`src/hdl/pet_pkg.sv`:
```
package pet_pkg;

  // Sizing
  localparam int CHANNELS   = 16;
  localparam int ADDR_W     = (CHANNELS > 1) ? $clog2(CHANNELS) : 1;
  localparam int VALUE_BITS = 32;
  localparam int CNT_W      = 16;

  localparam logic [CNT_W-1:0]  PERIOD_RESET = CNT_W'(500);
  localparam logic [ADDR_W-1:0] LAST_IDX     = ADDR_W'(CHANNELS - 1);

  // Request codes
  typedef enum logic [1:0] {
    REQ_CHANGE = 2'd0,
    REQ_TICK   = 2'd1,
    REQ_REMOVE = 2'd2
  } req_type_t;

  // Sequencer states
  typedef enum logic [1:0] {
    ST_IDLE,
    ST_MOD,
    ST_FLUSH
  } state_t;

  // One channel entry as held in the state memory
  typedef struct packed {
    logic                  ever;
    logic                  dirty;
    logic [VALUE_BITS-1:0] value;
    logic [CNT_W-1:0]      since;
    logic                  armed;
    logic [CNT_W-1:0]      left;
  } entry_t;

  typedef struct packed {
    logic              en;
    logic [ADDR_W-1:0] addr;
  } rd_req_t;

  typedef struct packed {
    logic              en;
    logic [ADDR_W-1:0] addr;
    entry_t            data;
  } wr_req_t;

  // One emission waiting for the output register
  typedef struct packed {
    logic [ADDR_W-1:0]     ch;
    logic [VALUE_BITS-1:0] value;
  } emit_t;

endpackage

```
`src/hdl/per_channel_event_throttle.sv`:
```
// Per-channel event throttle with leading and trailing edge. A change
// transaction stores a channel's value and emits it at once when the channel
// never emitted or a full period has passed; otherwise a countdown is armed
// and the latest value goes out when it expires. A tick transaction advances
// all channels in ascending order and may yield up to one result per channel;
// out_last marks the final result of a transaction. All per-channel state sits
// in one memory with a registered read. A change reads, modifies and writes
// back its entry and then flushes the held result; a remove writes the entry
// at once; in a tick the sequencer walks one memory entry per cycle through the
// single read port while no new emission is held up by a stalled output.
// Output back-pressure can stretch a change or a tick.
// period_ticks is written through cfg_wr_en/cfg_period_ticks and resets to 500.
module per_channel_event_throttle (
  input  logic                      clk,
  input  logic                      rst_n,
  input  logic                      in_valid,
  output logic                      in_stall,
  input  logic [1:0]                in_req_type,
  input  logic [3:0]                in_channel,
  input  logic [31:0]               in_new_value,
  input  logic                      cfg_wr_en,
  input  logic [pet_pkg::CNT_W-1:0] cfg_period_ticks,
  output logic                      out_valid,
  input  logic                      out_stall,
  output logic [3:0]                out_channel,
  output logic [31:0]               out_value,
  output logic                      out_last
);
  import pet_pkg::*;

  rd_req_t rd_req;
  wr_req_t wr_req;
  entry_t  rd_data;

  pet_store u_store (
    .clk     (clk),
    .rst_n   (rst_n),
    .rd_req  (rd_req),
    .wr_req  (wr_req),
    .rd_data (rd_data)
  );

  pet_core u_core (
    .clk              (clk),
    .rst_n            (rst_n),
    .in_valid         (in_valid),
    .in_stall         (in_stall),
    .in_req_type      (in_req_type),
    .in_channel       (in_channel),
    .in_new_value     (in_new_value),
    .cfg_wr_en        (cfg_wr_en),
    .cfg_period_ticks (cfg_period_ticks),
    .out_valid        (out_valid),
    .out_stall        (out_stall),
    .out_channel      (out_channel),
    .out_value        (out_value),
    .out_last         (out_last),
    .rd_req           (rd_req),
    .wr_req           (wr_req),
    .rd_data          (rd_data)
  );

endmodule

```
`src/hdl/pet_store.sv`:
```
module pet_store (
  input  logic            clk,
  input  logic            rst_n,
  input  pet_pkg::rd_req_t rd_req,
  input  pet_pkg::wr_req_t wr_req,
  output pet_pkg::entry_t  rd_data
);
  import pet_pkg::*;

  entry_t              mem [CHANNELS];
  logic [CHANNELS-1:0] valid_r;
  entry_t              rd_q_r;

  // Mark entries written since reset; an unwritten entry reads as zero
  always_ff @(posedge clk) begin
    if (!rst_n) begin
      valid_r <= '0;
    end else if (wr_req.en) begin
      valid_r[wr_req.addr] <= 1'b1;
    end
  end

  // Write port
  always_ff @(posedge clk) begin
    if (wr_req.en) begin
      mem[wr_req.addr] <= wr_req.data;
    end
  end

  // Registered read port; hold data when no read is issued
  always_ff @(posedge clk) begin
    if (rd_req.en) begin
      rd_q_r <= valid_r[rd_req.addr] ? mem[rd_req.addr] : '0;
    end
  end

  assign rd_data = rd_q_r;

endmodule

```
`src/hdl/pet_core.sv`:
```
module pet_core (
  input  logic                      clk,
  input  logic                      rst_n,
  input  logic                      in_valid,
  output logic                      in_stall,
  input  logic [1:0]                in_req_type,
  input  logic [3:0]                in_channel,
  input  logic [31:0]               in_new_value,
  input  logic                      cfg_wr_en,
  input  logic [pet_pkg::CNT_W-1:0] cfg_period_ticks,
  output logic                      out_valid,
  input  logic                      out_stall,
  output logic [3:0]                out_channel,
  output logic [31:0]               out_value,
  output logic                      out_last,
  output pet_pkg::rd_req_t          rd_req,
  output pet_pkg::wr_req_t          wr_req,
  input  pet_pkg::entry_t           rd_data
);
  import pet_pkg::*;

  state_t                state_r, state_nxt;
  req_type_t             op_r, op_nxt;
  logic [ADDR_W-1:0]     idx_r, idx_nxt;
  logic [VALUE_BITS-1:0] val_r, val_nxt;
  logic [CNT_W-1:0]      period_r, period_nxt;
  logic                  pend_v_r, pend_v_nxt;
  emit_t                 pend_r, pend_nxt;
  logic                  out_v_r, out_v_nxt;
  emit_t                 out_r, out_nxt;
  logic                  out_last_r, out_last_nxt;

  logic                  ch_ok;
  logic                  out_free;

  assign ch_ok    = 32'(in_channel) < 32'(CHANNELS);
  assign out_free = !out_v_r || !out_stall;

  // Sequencer: accept, read-modify-write each entry (a remove only writes), flush the held emission
  always_comb begin
    entry_t         ent;
    logic           emit;
    logic           go;
    logic [CNT_W:0] sum;

    state_nxt    = state_r;
    op_nxt       = op_r;
    idx_nxt      = idx_r;
    val_nxt      = val_r;
    period_nxt   = cfg_wr_en ? cfg_period_ticks : period_r;
    pend_v_nxt   = pend_v_r;
    pend_nxt     = pend_r;
    out_v_nxt    = out_v_r;
    out_nxt      = out_r;
    out_last_nxt = out_last_r;
    rd_req       = '0;
    wr_req       = '0;
    ent          = rd_data;
    emit         = 1'b0;
    go           = 1'b0;
    sum          = '0;

    // Drop the output transaction once taken
    if (out_v_r && !out_stall) begin
      out_v_nxt = 1'b0;
    end

    case (state_r)
      ST_IDLE: begin
        if (in_valid) begin
          case (in_req_type)
            REQ_CHANGE: begin
              if (ch_ok) begin
                rd_req    = '{en: 1'b1, addr: ADDR_W'(in_channel)};
                idx_nxt   = ADDR_W'(in_channel);
                val_nxt   = VALUE_BITS'(in_new_value);
                op_nxt    = REQ_CHANGE;
                state_nxt = ST_MOD;
              end
            end
            REQ_TICK: begin
              rd_req    = '{en: 1'b1, addr: '0};
              idx_nxt   = '0;
              op_nxt    = REQ_TICK;
              state_nxt = ST_MOD;
            end
            REQ_REMOVE: begin
              if (ch_ok) begin
                wr_req = '{en: 1'b1, addr: ADDR_W'(in_channel), data: '0};
              end
            end
            default: ;
          endcase
        end
      end

      ST_MOD: begin
        // Modify the entry held on the registered read port
        if (op_r == REQ_CHANGE) begin
          ent.value = val_r;
          ent.dirty = 1'b1;
          if (!rd_data.ever || rd_data.since >= period_r) begin
            ent.since = '0;
            ent.ever  = 1'b1;
            ent.dirty = 1'b0;
            emit      = 1'b1;
          end else if (!rd_data.armed) begin
            ent.armed = 1'b1;
            ent.left  = period_r - rd_data.since;
          end
        end else begin
          if (rd_data.ever) begin
            sum       = {1'b0, rd_data.since} + (CNT_W+1)'(1);
            ent.since = (sum > {1'b0, period_r}) ? period_r : sum[CNT_W-1:0];
          end
          if (rd_data.armed) begin
            if (rd_data.left > CNT_W'(1)) begin
              ent.left = rd_data.left - CNT_W'(1);
            end else begin
              ent.since = '0;
              ent.ever  = 1'b1;
              if (rd_data.dirty) begin
                ent.dirty = 1'b0;
                ent.left  = period_r;
                emit      = 1'b1;
              end else begin
                ent.armed = 1'b0;
                ent.left  = '0;
              end
            end
          end
        end

        // Hold while a new emission has nowhere to go
        go = !emit || !pend_v_r || out_free;
        if (go) begin
          wr_req = '{en: 1'b1, addr: idx_r, data: ent};
          if (emit) begin
            if (pend_v_r) begin
              out_nxt      = pend_r;
              out_last_nxt = 1'b0;
              out_v_nxt    = 1'b1;
            end
            pend_v_nxt = 1'b1;
            pend_nxt   = '{ch: idx_r, value: ent.value};
          end
          // Advance the scan; the next entry differs from the one written
          if (op_r == REQ_TICK && idx_r != LAST_IDX) begin
            rd_req  = '{en: 1'b1, addr: idx_r + ADDR_W'(1)};
            idx_nxt = idx_r + ADDR_W'(1);
          end else begin
            state_nxt = ST_FLUSH;
          end
        end
      end

      ST_FLUSH: begin
        // Release the held emission as the final result of the transaction
        if (!pend_v_r) begin
          state_nxt = ST_IDLE;
        end else if (out_free) begin
          out_nxt      = pend_r;
          out_last_nxt = 1'b1;
          out_v_nxt    = 1'b1;
          pend_v_nxt   = 1'b0;
          state_nxt    = ST_IDLE;
        end
      end

      default: state_nxt = ST_IDLE;
    endcase
  end

  // Control registers
  always_ff @(posedge clk) begin
    if (!rst_n) begin
      state_r  <= ST_IDLE;
      pend_v_r <= 1'b0;
      out_v_r  <= 1'b0;
      period_r <= PERIOD_RESET;
    end else begin
      state_r  <= state_nxt;
      pend_v_r <= pend_v_nxt;
      out_v_r  <= out_v_nxt;
      period_r <= period_nxt;
    end
  end

  // Payload registers
  always_ff @(posedge clk) begin
    op_r       <= op_nxt;
    idx_r      <= idx_nxt;
    val_r      <= val_nxt;
    pend_r     <= pend_nxt;
    out_r      <= out_nxt;
    out_last_r <= out_last_nxt;
  end

  assign in_stall    = (state_r != ST_IDLE);
  assign out_valid   = out_v_r;
  assign out_channel = 4'(out_r.ch);
  assign out_value   = 32'(out_r.value);
  assign out_last    = out_last_r;

endmodule

```
`config.mk`:
```
export PLATFORM = sky130hd
export DESIGN_NAME = per_channel_event_throttle
export DESIGN_NICKNAME = d
export VERILOG_FILES = /design/src/hdl/pet_pkg.sv /design/src/hdl/per_channel_event_throttle.sv /design/src/hdl/pet_store.sv /design/src/hdl/pet_core.sv
export SDC_FILE = /design/constraint.sdc
export NUM_CORES = 2
export LEC_CHECK = 0
export BUFFER_PORTS_ARGS = -buffer_cell sky130_fd_sc_hd__buf_2
export CAP_MARGIN = 15
export CORE_MARGIN = 2
export CORE_UTILIZATION = 57
export CTS_CLUSTER_DIAMETER = 60
export DETAILED_ROUTE_END_ITERATION = 12
export GPL_TIMING_DRIVEN = 0
export PLACE_DENSITY = 0.76
export SLEW_MARGIN = 30
export SYNTH_ARGS = -nofsm -noshare
export SYNTH_HDL_FRONTEND = slang
export SYNTH_SLANG_ARGS = --single-unit
```
`constraint.sdc`:
```
create_clock -name clk -period 5.8 [get_ports clk]
set_clock_uncertainty 0.05 [all_clocks]
set_input_delay 0.29 -clock clk [delete_from_list [all_inputs] [get_ports clk]]
set_output_delay 0.29 -clock clk [all_outputs]
set_load 0.02 [all_outputs]
```
Yosys cells after proc, flatten, opt, wreduce, memory -nomap -nowiden
Memories as Yosys holds them, arrays and structs flattened. A register that Yosys moved wholly into a read port is not among the register bits.
Cells that the tools add are included.
{ "totals": {"ram_bits": 1072, "reg_bits": 147, "input_bits": 59, "word_cells": 143, "n_memories": 1} }
{ "mem_list": {"columns": ["memory", "words", "width", "read_ports", "rd_clocked_by_memory_dff", "wr", "line", "text"], "rows": [
  ["u_store.mem", 16, 67, 1, 1, 1, "pet_store.sv:10", "entry_t mem [CHANNELS];"]
]} }
{ "op_classes": {"eq_ne": 17, "mux": 73, "reduce_logical": 28, "n_bitwise": 1, "n_lt_le_gt_ge": 6, "addsub": 4} }
{ "ops": {"columns": ["cell", "n"], "rows": [
  ["$mux 72", 3],
  ["$mux 36", 5],
  ["$pmux 72 s2", 1],
  ["$mux 16", 6],
  ["$pmux 36 s2", 1],
  ["$mux 33", 2],
  ["$mux 17", 2],
  ["$mux 32", 1],
  ["$mux 1", 25],
  ["$mux 2", 10],
  ["$pmux 5 s2", 2],
  ["$add 16x1->17 const B", 1],
  ["$gt 17x16->1", 1],
  ["$ge 16x16->1", 1],
  ["$gt 16x1->1 const B", 1],
  ["$or 16x16->16", 1],
  ["$pmux 4 s2", 2],
  ["$sub 16x1->16 const B", 1],
  ["$sub 16x16->16", 1],
  ["$mux 5", 3],
  ["$mux 4", 3],
  ["$ne 2x1->1 const B", 6],
  ["$reduce_and 3->1", 4],
  ["$lt 4x5->1 const B", 2],
  ["20 further kinds", 44]
]} }

Longest topological paths before layout
{ "depth": {"ltp_word": 15, "depth_mapped": 18, "ltp_nobuf": 16} }

Cells and area by module
Synthesis repeated with hierarchy kept, for this count alone.
{ "unflattened": {"hier_cells": 2574, "hier_area_um2": 50783.7} }
{ "modules_own_cells": {"columns": ["module", "instances", "cells_each", "seq_area_each_um2", "area_per_inst_um2"], "rows": [
  ["pet_store", 1, 1774, 34523.1, 42772.3],
  ["pet_core", 1, 800, 3703.6, 8011.4]
]} }

Least setup slack after synthesis
No wires, ideal clock.
{ "synth_path": {"kind": "reg2reg", "startpoint": "reg, netlist name u_store.rd_data[17]", "endpoint": "mem u_store.mem[7][0] (netlist bit), enable pin", "path_buffers": 1, "required_time_ns": 5.248, "arrival_ns": 5.497, "setup_ns": 0.502, "stages_incl_launch_ff": 13, "path_slack_ns": -0.249, "cell_sequence": "edfxtp_1 > ha_1 > inv_1 > fa_1 > a21oi_1 > nor3b_1 > o21bai_1 > a21oi_1 > o311a_1 > clkbuf_1 > a31oi_1 > o22ai_1 > nor2b_1"} }
{ "synth_between": {"elab_chain_len": 12} }
{ "synth_rtl": {"columns": ["element", "line", "text"], "rows": [
  ["$ge 16x16->1 (*)", "pet_core.sv:102", "if (!rd_data.ever || rd_data.since >= period_r) begin"],
  ["$logic_or 1x1->1 (*)", "pet_core.sv:102", null],
  ["$mux 1 (*)", "pet_core.sv:102", null],
  ["$mux 1 (*)", "pet_core.sv:99", "if (op_r == REQ_CHANGE) begin"],
  ["$mux 1 (*)", "pet_core.sv:68", "case (state_r)"],
  ["$logic_not 1->1 (*)", "pet_core.sv:135", "go = !emit || !pend_v_r || out_free;"],
  ["$logic_or 1x1->1 (*) (2 in a row)", "pet_core.sv:135", null],
  ["$mux 72 (*)", "pet_core.sv:136", "if (go) begin"],
  ["$pmux 72 s2 (*)", "pet_core.sv:68", null],
  ["$mux 1", "pet_store.sv:25", "if (wr_req.en) begin"],
  ["$mux 1 (not written as such)", "pet_store.sv:26", "mem[wr_req.addr] <= wr_req.data;"],
  ["end, declared", "pet_store.sv:10", null]
]} }
Every way passes the cells marked *; elsewhere a longest branch is shown, timed or not. The select of a mux whose other input is x is not followed.

Final worst setup path
{ "layout_path": {"startpoint": "reg, netlist name u_store.rd_data[17]", "endpoint": "mem u_store.mem[2][32] (netlist bit), enable pin"} }
{ "layout_between": {"elab_chain_len": 12} }
{ "layout_rtl": {"columns": ["element", "line"], "rows": [
  ["$ge 16x16->1 (*)", "pet_core.sv:102"],
  ["$logic_or 1x1->1 (*)", "pet_core.sv:102"],
  ["$mux 1 (*)", "pet_core.sv:102"],
  ["$mux 1 (*)", "pet_core.sv:99"],
  ["$mux 1 (*)", "pet_core.sv:68"],
  ["$logic_not 1->1 (*)", "pet_core.sv:135"],
  ["$logic_or 1x1->1 (*) (2 in a row)", "pet_core.sv:135"],
  ["$mux 72 (*)", "pet_core.sv:136"],
  ["$pmux 72 s2 (*)", "pet_core.sv:68"],
  ["$mux 1", "pet_store.sv:25"],
  ["$mux 1 (not written as such)", "pet_store.sv:26"]
]} }
Marked as above.

==> metrics.md <==
| Metric | Value |
|---|---|
| Synthesized Nets | `around 4200` |
| Synthesized area per cell | `between 10 and 15 um^2` |
| Clk buf depth | `3` |
| Num rows | `around 110` |
| Largest net degree at the start of global routing | `36` |
| Final WL | `~150 mm` |
| Most common cell after layout, fill and taps aside | `edfxtp_1` |
| Setup TNS | `0 ps` |
| Cell Area, Synth | `approximately 53000 um^2` |
| CP Launch Point | `u_store.rd_data[17]` |
| Area growth, synth to finish | `16.9%` |
| Initial cell density of the core | `57.7%` |
| Final worst-path cycle share | `94.6%` |
| Register area share after synthesis | `between 70 and 80%` |
| Residual DRC count | `0` |
| CP Capture Type | `register` |
| Core box area | `around 90000 um^2` |
| Number of distinct library cells after synthesis | `73` |
| Max Cap Violations | `0` |
| CTS tree | `yes` |
| Vias post-DR | `36500` |
| Post-layout util | `roughly two thirds` |
| Ys Warns | `0` |
| Max Fclk | `182 MHz` |
| Cell area power density | `around 450 nW/um^2` |
| Num ports | `around 100` |
| Worst slew pin tran | `roughly 1100 ps` |
| TritonCTS sink count | `between 1000 and 1500` |
| Worst Hold Slack | `between 40 and 50 ps` |
| Worst path arrival time | `about 5900 ps` |
| Post-DP HPWL | `100 mm` |
| Reg clk slew, reported paths | `60 ps` |
| TritonRoute pass-1 iters | `7` |
| Die X-Extent | `309 um` |
| CP Launch Type | `register` |
| Fill cell count | `between 6000 and 7000` |
| Vias in the first global route | `~35000` |
| CTS hold repair buffers | `56` |
| Post-CTS sizing | `0` |
| P_leak | `~0.022 uW` |
| Total track usage | `between 30% and 40%` |
| Port Buffers | `93` |
| Critical Path RT | `6180 ps` |
| Cells after Synth | `4150` |
| Post-synthesis async set-or-reset flop share | `0%` |
| Die area | `95300 um^2` |
| Chip Height | `~310 um` |
| Vias/cell | `6.22` |
| Routability congestion estimate | `0.890` |
| Outcome | `finished, final reports clean` |
| Post-route ant nets | `0` |
| First-pass GRT wire length | `218 mm` |
| CTS Buf Count | `between 100 and 150` |
| Final worst path period need | `roughly 5500 ps` |
| Gr ovfl total | `0` |
| Register Area | `38200 um^2` |
| Worst-Skew Late Latency | `750 ps` |
| Hold Startpoint | `in_channel[2]` |
| Area of the multi-input gates | `~14000 um^2` |
| Most frequent cells in the layout | `1249 x edfxtp_1, 1154 x nand2_1, 302 x nand3_1` |
| Layout cells sized above 1 | `11.6%` |
| Pwr Total | `~28000 uW` |
| Final Hold Fails | `0` |
| Ys flop type | `edfxtp_1` |
| Clk root buf | `clkbuf_16` |
| RR Startpoint | `u_store.rd_data[17]` |
| Setup-failing EPs final | `0` |
| Place WS | `slightly below 400 ps` |
| H-tree levels | `4` |
| HP Class | `input port to register` |
| Pins Over Slew Limit | `0` |
| Worst Reg-to-Reg Cells | `13` |
| Nets | `around 4600` |
| Post-synth EDFFs | `1249` |
| Crit path max fanout | `19` |
| Seq cells post-synth | `roughly 1300` |
| Final setup margin | `311 ps` |
| Slew headroom | `between 20% and 30%` |
| Routed WL per cell | `between 20 and 30 um` |
| Worst VDD drop | `between 0.0002 and 0.0003 V` |
| Antenna violations before repair | `5` |
| Starting DRT DRC Count | `around 5500` |
| RSZ-0062 raised after global routing | `false` |
| Post-CTS Setup Inserts | `0` |
| Hold path depth | `3` |
| Setup Crit Path Kind | `register to register` |
final timing paths:
check                                           end  slack, ps
worst max-delay path             u_store.mem[2][32]        310
worst min-delay path                u_core.idx_r[2]         40
worst max register to register   u_store.mem[2][32]        310
worst min register to register  u_core.out_value[6]        370
layer usage:
layer / track usage, % / share of wire [%] / vias up
met5: 0 / 0.0088 / -
met4: 15.5 / 5.1 / 2
met3: 6.75 / 10 / 382
met2: 49.3 / 47 / 2283
met1: 40.9 / 37 / 17800
li1: - / - / 16000
synth_stat cells (21+ instances only):
master,count,area (um^2)
edfxtp_1,1249,37500
nand2_1,1154,4330
nand3_1,302,1510
clkbuf_1,205,769
a21oi_1,184,921
and3_1,142,888
a31oi_1,140,876
nor2_1,86,323
o22ai_1,77,482
inv_1,48,180
nor4_1,43,269
ha_1,39,488
and2_1,38,238
dfxtp_1,36,721
o21ai_0,36,180
mux2_2,33,372
buf_2,30,150
nor4_4,28,596
buf_1,27,101
nor3_1,21,105
power breakdown:
part           leakage, uW  switching, uW  internal (uW)
sequential          0.0119            375          12000
combinational      0.00811           5320           2260
clock              0.00197           3530           4500
worst max-delay path, stage by stage, from the launching register on:
cell,delay [ps]
edfxtp_1,520
ha_1,220
inv_1,50
fa_1,400
a21oi_1,330
nor3b_1,110
o21bai_1,130
a21oi_1,270
o311ai_2,680
clkbuf_1,740
o21ai_1,490
nor2_4,670
buf_16,260
buf_16,190
layout make-up:
cell class	count	share of cell area [%]
inverters	49	0.297
multi-input cells	2549	22.3
diodes	2	0.00808
repair buffers	238	4.88
clock inverters	73	0.916
clock buffers	164	5.61
well taps	1243	2.51
flip-flops and latches	1285	61.7
plain buffers	267	1.77
sequential cells by signal (all words and copies together) (netlist names):
| name | cells |
|---|---|
| u_core.out_valid | 1 |
| u_core.idx_r | 4 |
| u_core.out_value | 32 |
| u_store.mem | 1072 |
| u_core.op_r | 1 |
| u_core.val_r | 32 |
| u_core.period_r | 16 |
| u_core.out_channel | 4 |
| u_core.state_r | 2 |
| u_core.pend_v_r | 1 |
| u_store.valid_r | 16 |
| u_core.pend_r | 36 |
| u_store.rd_data | 67 |
| u_core.out_last | 1 |
cells by family (layout without fill, tap and decap cells):
| group | after synthesis | after routing | synth area share, % |
|---|---|---|---|
| AOI/OAI and AO/OA | 559 | 559 | 6.51 |
| xor gates and xnor gates | 29 | 29 | 0.480 |
| adders and majority gates | 40 | 40 | 0.960 |
| buffers and inverters | 316 | 791 | 2.39 |
| DFF | 1285 | 1285 | 72.2 |
| muxes | 53 | 53 | 1.08 |
| other | 0 | 2 | 0 |
| and+or+nand+nor | 1868 | 1868 | 16.4 |
stage by stage:
stage | area, um^2 | std cells
global placement | 55000 | 5486
global route | 61900 | 5869
floorplan | 53000 | 4150
detailed placement | 57300 | 5575
finish | 61900 | 5870
CTS | 61900 | 5868
Note: power is estimated with default switching activity, not from simulation.
